## src/rtl/tpd_pkg.sv

```systemverilog
// ----------------------------------------------------------------------------
// tpd_pkg
// Shared types, format constants and the field table for the patch record
// decoder.
// ----------------------------------------------------------------------------
`default_nettype none

package tpd_pkg;

    // Header bytes
    localparam logic [7:0] MagicA     = 8'h47;   // 'G'
    localparam logic [7:0] MagicB     = 8'h50;   // 'P'
    localparam logic [7:0] FmtVersion = 8'h01;

    // Value widths carried in the type byte
    localparam logic [2:0] WidthByte = 3'd1;
    localparam logic [2:0] WidthWord = 3'd4;

    // Field table layout
    localparam int         ModSlots  = 8;
    localparam logic [15:0] ModBase  = 16'd40;
    localparam logic [15:0] SlotBase = 16'd50;
    localparam logic [15:0] SlotEnd  = 16'(50 + 3 * ModSlots);
    localparam logic [15:0] TiltBase = 16'd100;

    typedef struct packed {
        logic [7:0] in_byte;
        logic       final_byte;
    } in_item_t;

    typedef struct packed {
        logic [15:0] field_tag;
        logic [31:0] field_value;
        logic [2:0]  value_bytes;
        logic        status;
        logic        done_res;
    } out_item_t;

    // Results produced by one parsed byte: an optional update, then an
    // optional finish.
    typedef struct packed {
        logic      upd_valid;
        logic      fin_valid;
        out_item_t upd;
        out_item_t fin;
    } push_t;

    // Expected value width for a tag, 0 when the tag is not in the table.
    function automatic logic [2:0] table_width(input logic [15:0] tag);
        logic [15:0] k;
        logic [4:0]  r;
        logic [2:0]  w;
        w = 3'd0;
        k = 16'd0;
        r = 5'd0;
        if (tag >= 16'd1 && tag <= 16'd26)
        begin
            if (tag == 16'd1 || tag == 16'd2 || tag == 16'd12 || tag == 16'd24)
                w = WidthByte;
            else
                w = WidthWord;
        end
        else if (tag >= ModBase && tag <= ModBase + 16'd7)
        begin
            k = tag - ModBase;
            if (k == 16'd1 || k == 16'd2 || k == 16'd4 || k == 16'd5)
                w = WidthByte;
            else
                w = WidthWord;
        end
        else if (tag >= SlotBase && tag < SlotEnd)
        begin
            // offset is below 24: three compare/subtract steps give mod 3
            k = tag - SlotBase;
            r = k[4:0];
            if (r >= 5'd12)
                r = r - 5'd12;
            if (r >= 5'd6)
                r = r - 5'd6;
            if (r >= 5'd3)
                r = r - 5'd3;
            w = (r == 5'd2) ? WidthWord : WidthByte;
        end
        else if (tag >= TiltBase && tag <= TiltBase + 16'd3)
        begin
            // base is even, so the offset parity is the tag parity
            w = tag[0] ? WidthWord : WidthByte;
        end
        return w;
    endfunction

endpackage

`default_nettype wire

```

## src/rtl/tpd_parser.sv

```systemverilog
// ----------------------------------------------------------------------------
// tpd_parser
// Input register plus the header/record state machine. Each parsed byte
// yields up to two results (update, finish) for the result queue.
// ----------------------------------------------------------------------------
`default_nettype none

module tpd_parser
(
    input  wire logic             clk,
    input  wire logic             rst_n,
    input  wire logic             in_valid,
    output logic                  in_ready,
    input  wire tpd_pkg::in_item_t in_data,
    input  wire logic             space_ok,
    output tpd_pkg::push_t        push
);

    typedef enum logic [7:0] {
        PH_HDR0  = 8'b0000_0001,
        PH_HDR1  = 8'b0000_0010,
        PH_HDR2  = 8'b0000_0100,
        PH_TAGLO = 8'b0000_1000,
        PH_TAGHI = 8'b0001_0000,
        PH_TYPE  = 8'b0010_0000,
        PH_VALUE = 8'b0100_0000,
        PH_DRAIN = 8'b1000_0000
    } phase_t;

    logic              s1_valid_reg, s1_valid_next;
    tpd_pkg::in_item_t s1_data_reg;
    logic              advance;

    phase_t      phase_reg, phase_next;
    logic        hr_reg, hr_next;
    logic [15:0] tag_reg, tag_next;
    logic [7:0]  width_reg, width_next;
    logic [7:0]  left_reg, left_next;
    logic [31:0] acc_reg, acc_next;
    logic [7:0]  idx;
    logic [7:0]  b;
    logic        fin;

    assign advance  = s1_valid_reg && space_ok;
    assign in_ready = !s1_valid_reg || advance;
    assign s1_valid_next = (in_valid && in_ready) || (s1_valid_reg && !advance);
    assign b   = s1_data_reg.in_byte;
    assign fin = s1_data_reg.final_byte;
    assign idx = width_reg - left_reg;

    always_comb
    begin
        phase_next = phase_reg;
        hr_next    = hr_reg;
        tag_next   = tag_reg;
        width_next = width_reg;
        left_next  = left_reg;
        acc_next   = acc_reg;
        push       = '0;
        if (advance)
        begin
            unique case (phase_reg)
                PH_HDR0:
                begin
                    if (b != tpd_pkg::MagicA)
                        hr_next = 1'b1;
                    phase_next = PH_HDR1;
                end
                PH_HDR1:
                begin
                    if (b != tpd_pkg::MagicB)
                        hr_next = 1'b1;
                    phase_next = PH_HDR2;
                end
                PH_HDR2:
                begin
                    if (b != tpd_pkg::FmtVersion)
                        hr_next = 1'b1;
                    phase_next = hr_next ? PH_DRAIN : PH_TAGLO;
                end
                PH_TAGLO:
                begin
                    tag_next   = {8'h00, b};
                    phase_next = PH_TAGHI;
                end
                PH_TAGHI:
                begin
                    tag_next   = {b, tag_reg[7:0]};
                    phase_next = PH_TYPE;
                end
                PH_TYPE:
                begin
                    width_next = b;
                    left_next  = b;
                    acc_next   = '0;
                    phase_next = (b == 8'd0) ? PH_TAGLO : PH_VALUE;
                end
                PH_VALUE:
                begin
                    // only the first four value bytes are kept
                    if (idx < 8'd4)
                        acc_next[{idx[1:0], 3'b000} +: 8] =
                            acc_reg[{idx[1:0], 3'b000} +: 8] | b;
                    left_next = left_reg - 8'd1;
                    if (left_next == 8'd0)
                    begin
                        if (width_reg != 8'd0 &&
                            {5'd0, tpd_pkg::table_width(tag_reg)} == width_reg)
                        begin
                            push.upd_valid           = 1'b1;
                            push.upd.field_tag       = tag_reg;
                            push.upd.field_value     = acc_next;
                            push.upd.value_bytes     = width_reg[2:0];
                        end
                        phase_next = PH_TAGLO;
                    end
                end
                PH_DRAIN:
                begin
                end
                default:
                begin
                    phase_next = PH_HDR0;
                end
            endcase

            if (fin)
            begin
                push.fin_valid     = 1'b1;
                push.fin.done_res  = 1'b1;
                // too short to hold a header counts as rejected
                push.fin.status    = hr_next || phase_reg == PH_HDR0 ||
                                     phase_reg == PH_HDR1;
                phase_next = PH_HDR0;
                hr_next    = 1'b0;
                tag_next   = '0;
                width_next = '0;
                left_next  = '0;
                acc_next   = '0;
            end
        end
    end

    always_ff @(posedge clk or negedge rst_n)
    begin
        if (!rst_n)
        begin
            s1_valid_reg <= 1'b0;
            phase_reg    <= PH_HDR0;
            hr_reg       <= 1'b0;
            tag_reg      <= '0;
            width_reg    <= '0;
            left_reg     <= '0;
            acc_reg      <= '0;
        end
        else
        begin
            s1_valid_reg <= s1_valid_next;
            phase_reg    <= phase_next;
            hr_reg       <= hr_next;
            tag_reg      <= tag_next;
            width_reg    <= width_next;
            left_reg     <= left_next;
            acc_reg      <= acc_next;
        end
    end

    always_ff @(posedge clk)
    begin
        if (in_valid && in_ready)
            s1_data_reg <= in_data;
    end

`ifndef NO_ASSERTIONS
    a_fin_returns_to_header: assert property (@(posedge clk) disable iff (!rst_n)
        (advance && fin) |=> (phase_reg == PH_HDR0 && !hr_reg))
        else $error("parser did not return to header after final byte");

    a_update_from_value: assert property (@(posedge clk) disable iff (!rst_n)
        push.upd_valid |-> (advance && phase_reg == PH_VALUE))
        else $error("update produced outside value phase");

    a_drain_rejected: assert property (@(posedge clk) disable iff (!rst_n)
        (phase_reg == PH_DRAIN) |-> hr_reg)
        else $error("draining without a rejected header");
`endif

endmodule

`default_nettype wire

```

## src/rtl/tpd_result_fifo.sv

```systemverilog
// ----------------------------------------------------------------------------
// tpd_result_fifo
// Four-entry result queue taking up to two results per cycle and issuing
// one beat per cycle on the output channel while the receiver is ready.
// ----------------------------------------------------------------------------
`default_nettype none

module tpd_result_fifo
(
    input  wire logic              clk,
    input  wire logic              rst_n,
    input  wire tpd_pkg::push_t    push,
    output logic                   space_ok,
    output logic                   out_valid,
    input  wire logic              out_ready,
    output tpd_pkg::out_item_t     out_data
);

    localparam int Depth = 4;
    localparam int PtrW  = $clog2(Depth);
    localparam int CntW  = $clog2(Depth + 1);

    tpd_pkg::out_item_t mem_reg [Depth];
    logic [PtrW-1:0] wr_reg, wr_next;
    logic [PtrW-1:0] rd_reg, rd_next;
    logic [CntW-1:0] count_reg, count_next;
    logic [1:0]      num_push;
    logic            pop;
    logic [PtrW-1:0] fin_addr;

    assign out_valid = (count_reg != '0);
    assign out_data  = mem_reg[rd_reg];
    assign pop       = out_valid && out_ready;
    // room for two results, before any pop this cycle
    assign space_ok  = (count_reg <= CntW'(Depth - 2));
    assign num_push  = {1'b0, push.upd_valid} + {1'b0, push.fin_valid};
    assign fin_addr  = push.upd_valid ? wr_reg + PtrW'(1) : wr_reg;
    assign wr_next   = wr_reg + PtrW'(num_push);
    assign rd_next   = rd_reg + PtrW'(pop);
    assign count_next = count_reg + CntW'(num_push) - CntW'(pop);

    always_ff @(posedge clk or negedge rst_n)
    begin
        if (!rst_n)
        begin
            wr_reg    <= '0;
            rd_reg    <= '0;
            count_reg <= '0;
        end
        else
        begin
            wr_reg    <= wr_next;
            rd_reg    <= rd_next;
            count_reg <= count_next;
        end
    end

    always_ff @(posedge clk)
    begin
        if (push.upd_valid)
            mem_reg[wr_reg] <= push.upd;
        if (push.fin_valid)
            mem_reg[fin_addr] <= push.fin;
    end

`ifndef NO_ASSERTIONS
    a_no_overflow: assert property (@(posedge clk) disable iff (!rst_n)
        count_reg <= CntW'(Depth))
        else $error("result queue overflow");

    a_push_has_room: assert property (@(posedge clk) disable iff (!rst_n)
        (push.upd_valid || push.fin_valid) |-> count_reg <= CntW'(Depth - 2))
        else $error("push into result queue without room");
`endif

endmodule

`default_nettype wire

```

## src/rtl/tlv_patch_record_decoder_core.sv

```systemverilog
// ----------------------------------------------------------------------------
// tlv_patch_record_decoder_core
// Byte-serial decoder for stored patch buffers: header check, record
// assembly and field-table matching.
// ----------------------------------------------------------------------------
// Takes one buffer byte per cycle on the byte channel and emits update beats
// (tag plus little-endian value) for records that match the field table,
// followed by a finish beat on the byte flagged final. A byte is parsed
// straight out of the input register while the result queue has room, and its
// results are registered into a four-entry result queue. A byte is accepted
// every cycle as long as the queue holds no more than two results; a byte that
// closes a matching record on the final byte produces two result beats.
`default_nettype none

module tlv_patch_record_decoder_core
(
    input  wire logic               clk,
    input  wire logic               rst_n,
    input  wire logic               byte_valid,
    output logic                    byte_ready,
    input  wire tpd_pkg::in_item_t  byte_data,
    output logic                    rec_valid,
    input  wire logic               rec_ready,
    output tpd_pkg::out_item_t      rec_data
);

    tpd_pkg::push_t push;
    logic           space_ok;

    tpd_parser u_parser
    (
        .clk      (clk),
        .rst_n    (rst_n),
        .in_valid (byte_valid),
        .in_ready (byte_ready),
        .in_data  (byte_data),
        .space_ok (space_ok),
        .push     (push)
    );

    tpd_result_fifo u_fifo
    (
        .clk       (clk),
        .rst_n     (rst_n),
        .push      (push),
        .space_ok  (space_ok),
        .out_valid (rec_valid),
        .out_ready (rec_ready),
        .out_data  (rec_data)
    );

endmodule

`default_nettype wire

```

## config.mk

```make
export PLATFORM = sky130hd
export DESIGN_NAME = tlv_patch_record_decoder_core
export DESIGN_NICKNAME = d
export VERILOG_FILES = /design/src/rtl/tpd_pkg.sv /design/src/rtl/tpd_parser.sv /design/src/rtl/tpd_result_fifo.sv /design/src/rtl/tlv_patch_record_decoder_core.sv
export SDC_FILE = /design/constraint.sdc
export NUM_CORES = 1
export LEC_CHECK = 0
export CAP_MARGIN = 20
export CORE_MARGIN = 3
export CORE_UTILIZATION = 50
export DETAILED_ROUTE_END_ITERATION = 16
export DONT_BUFFER_PORTS = 1
export GPL_TIMING_DRIVEN = 0
export PLACE_DENSITY = 0.68
export SYNTH_ARGS = -nofsm -noshare
export SYNTH_HDL_FRONTEND = slang
export SYNTH_SLANG_ARGS = --single-unit
```

## constraint.sdc

```tcl
create_clock -name clk -period 8.55 [get_ports clk]
set_clock_uncertainty 0.05 [all_clocks]
set_input_delay 1.71 -clock clk [delete_from_list [all_inputs] [get_ports clk]]
set_output_delay 1.71 -clock clk [all_outputs]
set_load 0.02 [all_outputs]
```

==> metrics <==
die height=180 um; Area Growth Syn to Fin=10.7%; placed inst area=around 0.016 sq mm; PD cells=301 mW/mm^2; vias in the first global route=11.7k; number of synthesized register bits=302; hold bufs inserted after CTS=0; Crit Path Max Fanout=10; placed cell count=1821; Routed Antenna Nets=0; max reg flops=roughly 210; post-CTS setup buffers=0; Post-synth EDFFs=17; Min Hold Slack=just under 400 ps; largest net degree at the start of global routing=82; clock root cell=clkbuf_16; vias per std cell=about 6.2; PnR worst setup slack=approximately 680 ps; Die Span X=between 150 and 200 um; Max Root-Sink Buffers=3; ys flop type=dfxtp_1; post-route cell area=0.0168 sq mm; pre-CTS WS=865 ps; Port Buffers=0; most frequent cells in the layout=218 x a21oi_1, 204 x dfxtp_1, 164 x mux2i_1, 80 x clkbuf_1, 80 x dfrtp_1; initial antenna violation count=0; TNS Setup=0 ps; Rows=63; DRC Markers=0; Tot Pwr=~5 mW; most common cell after layout, fill and taps aside=a21oi_1; RSZ-0062 raised after global routing=no; WL/cell=between 20 and 25 um; top-level I/O count=68; endpoints failing setup=0; most used cell, CP=clkbuf_1; min Tclk post-route=7870 ps; post-synthesis sequential area ratio=43.5%; class of the worst hold path=reg2reg; Post-Route WL=~42000 um; clock sink count=about 300; syn avg cell area=10.6 sq um; first-pass GRT wire length=67200 um; Slew Limit Fails=0; Synth cell types=73; required time worst endpoint=8740 ps; Slew @ Worst Pin=1110 ps; Final GP Congestion=0.937; Core ar.=roughly 0.03 sq mm; via count=11.7k; Initial DRC Count=about 1.0k; non-filler instance count after layout=1885; Top Layer Used=met4; metal1 wirelength=17900 um; H-Tree Level Count=2; Finished Core Util=56.5%; Net Count, Synth=around 1.5k; GRT Total Usage=around a quarter; f_max=127 MHz; Worst Setup End Kind=register; Peak VDD IR=0.205 mV; cell area after synthesis=0.0152 sq mm; Worst Setup Start Kind=register; Starting Density=around half; CP max-delay cell=mux2i_2; Async S/R FF share, synth=26.8%; dpl hpwl=29500 um; metal2 WL=20100 um; P_leak=6.31 nW; status=finished, final reports clean; Met3 Wirelength=2570 um; Fin. Hold Viols=0; Nets=1517; die footprint=0.0326 sq mm; Reg clk slew, reported paths=60 ps; Pre-antenna DRT Iters=6; Inserted Diodes=0; layout cells sized above 1=13.6%; fin crit share=92.0%; Crit Path Category=reg2reg; CP max stage delay=830 ps; clk_lat worst skew=520 ps; post_cts resized=0; Critical Path AT=8060 ps; cell count after synthesis=1429; max_slew headroom=between 20% and 30%; worst-path cell chain=clkbuf_1 -> clkbuf_1 -> inv_1 -> ha_1 -> clkbuf_1 -> o41ai_1 -> o32ai_1 -> nor2_1 -> inv_1 -> ha_1 -> or3b_2 -> a221o_1 -> o221ai_2 -> xnor2_1 -> ha_1 -> nor3_1 -> mux2i_1 -> mux2i_1 -> a41oi_1 -> or3_1 -> clkbuf_1 -> a2111oi_4 -> mux2i_2 -> a21o_1; GRT overflow=0; Num CTS Buffers=35; Yosys warning count=0; MaxCap Viol Count=0; CTS tree=done
==> final cells by class <==
type	instances	area (sq um)
Fill cell	2604	13000
Multi-Input combinational cell	974	7910
Sequential cell	302	6620
Clock buffer	54	1050
Buffer	114	538
Tap cell	390	488
Inverter	39	146
Clock inverter	9	68.8
Timing Repair Buffer	3	15.0
==> worst max-delay path: cells and delay by family, from the launching register on <==
| family | cells | cell delay, ps |
|---|---|---|
| XOR/XNOR | 1 | 180 |
| buffers and inverters | 6 | 1550 |
| adder cells (fa/ha/maj) | 3 | 860 |
| flip-flops | 1 | 470 |
| AND/OR/NAND/NOR | 4 | 1160 |
| AO/OA/AOI/OAI | 7 | 1810 |
| multiplexers | 3 | 1500 |
==> final timing paths <==
check,end,slack [ps],startpoint,depth (start not counted)
worst max-delay path,u_fifo.mem_reg[3][0],680,u_parser.tag_reg[1],24
worst min-delay path,u_fifo.mem_reg[3][46],400,u_fifo.mem_reg[3][46],2
worst max register to register,u_fifo.mem_reg[3][0],680,u_parser.tag_reg[1],24
worst min register to register,u_fifo.mem_reg[3][46],400,u_fifo.mem_reg[3][46],2
max in group asynchronous,u_parser.phase_reg[0],7330,rst_n,0
min in group asynchronous,u_parser.acc_reg[13],850,rst_n,0
==> kinds of logic (layout without fill, tap and decap cells) <==
kind of cell               after synthesis  count (layout)  share of synthesized area (%)
AOI/OAI and AO/OA                      379             379                           16.1
DFF                                    302             302                           43.5
and+or+nand+nor                        283             283                           9.43
muxes                                  262             262                           22.6
buffers and inverters                  153             219                           4.50
adders and majority gates               35              35                           2.98
xor gates and xnor gates                15              15                          0.864
==> synth_stat cells, drive strengths merged (6+ instances only) <==
cell type  count  area [sq um]
buf           45           279
nor2b          7          43.8
nor3b         10          75.1
dfrtp         80          2000
mux2i        166          1670
or3            6          37.5
a2111oi       12           199
a32o          10           100
ha            33           413
mux4          61          1370
dfxtp        204          4080
clkbuf        69           259
xnor2         13           114
mux2          35           394
nand2b        45           282
and2          10          62.6
a22o          34           298
nor2          73           274
o211ai         8          60.1
o21ai         27           135
inv           38           143
nor3          18          90.1
a31oi          7          43.8
edfxtp        17           510
nand3         13          65.1
nand2         65           244
nor4          15          93.8
a21oi        218          1090
o31ai         21           158
==> power breakdown <==
part | leakage (nW) | total [mW] | internal (mW) | switching, mW
registers | 2.89 | 1.57 | 1.50 | 0.0734
clock network | 0.554 | 1.44 | 0.851 | 0.589
logic | 2.86 | 2.06 | 0.661 | 1.40
total | 6.31 | 5.07 | 3.01 | 2.06
==> layer usage <==
layer	track usage, %	vias up
met3	4.46	80
met2	42.1	377
met4	8.01	0
met1	34.4	5838
met5	0	-
li1	-	5382
Note: power is estimated with default switching activity, not from simulation.
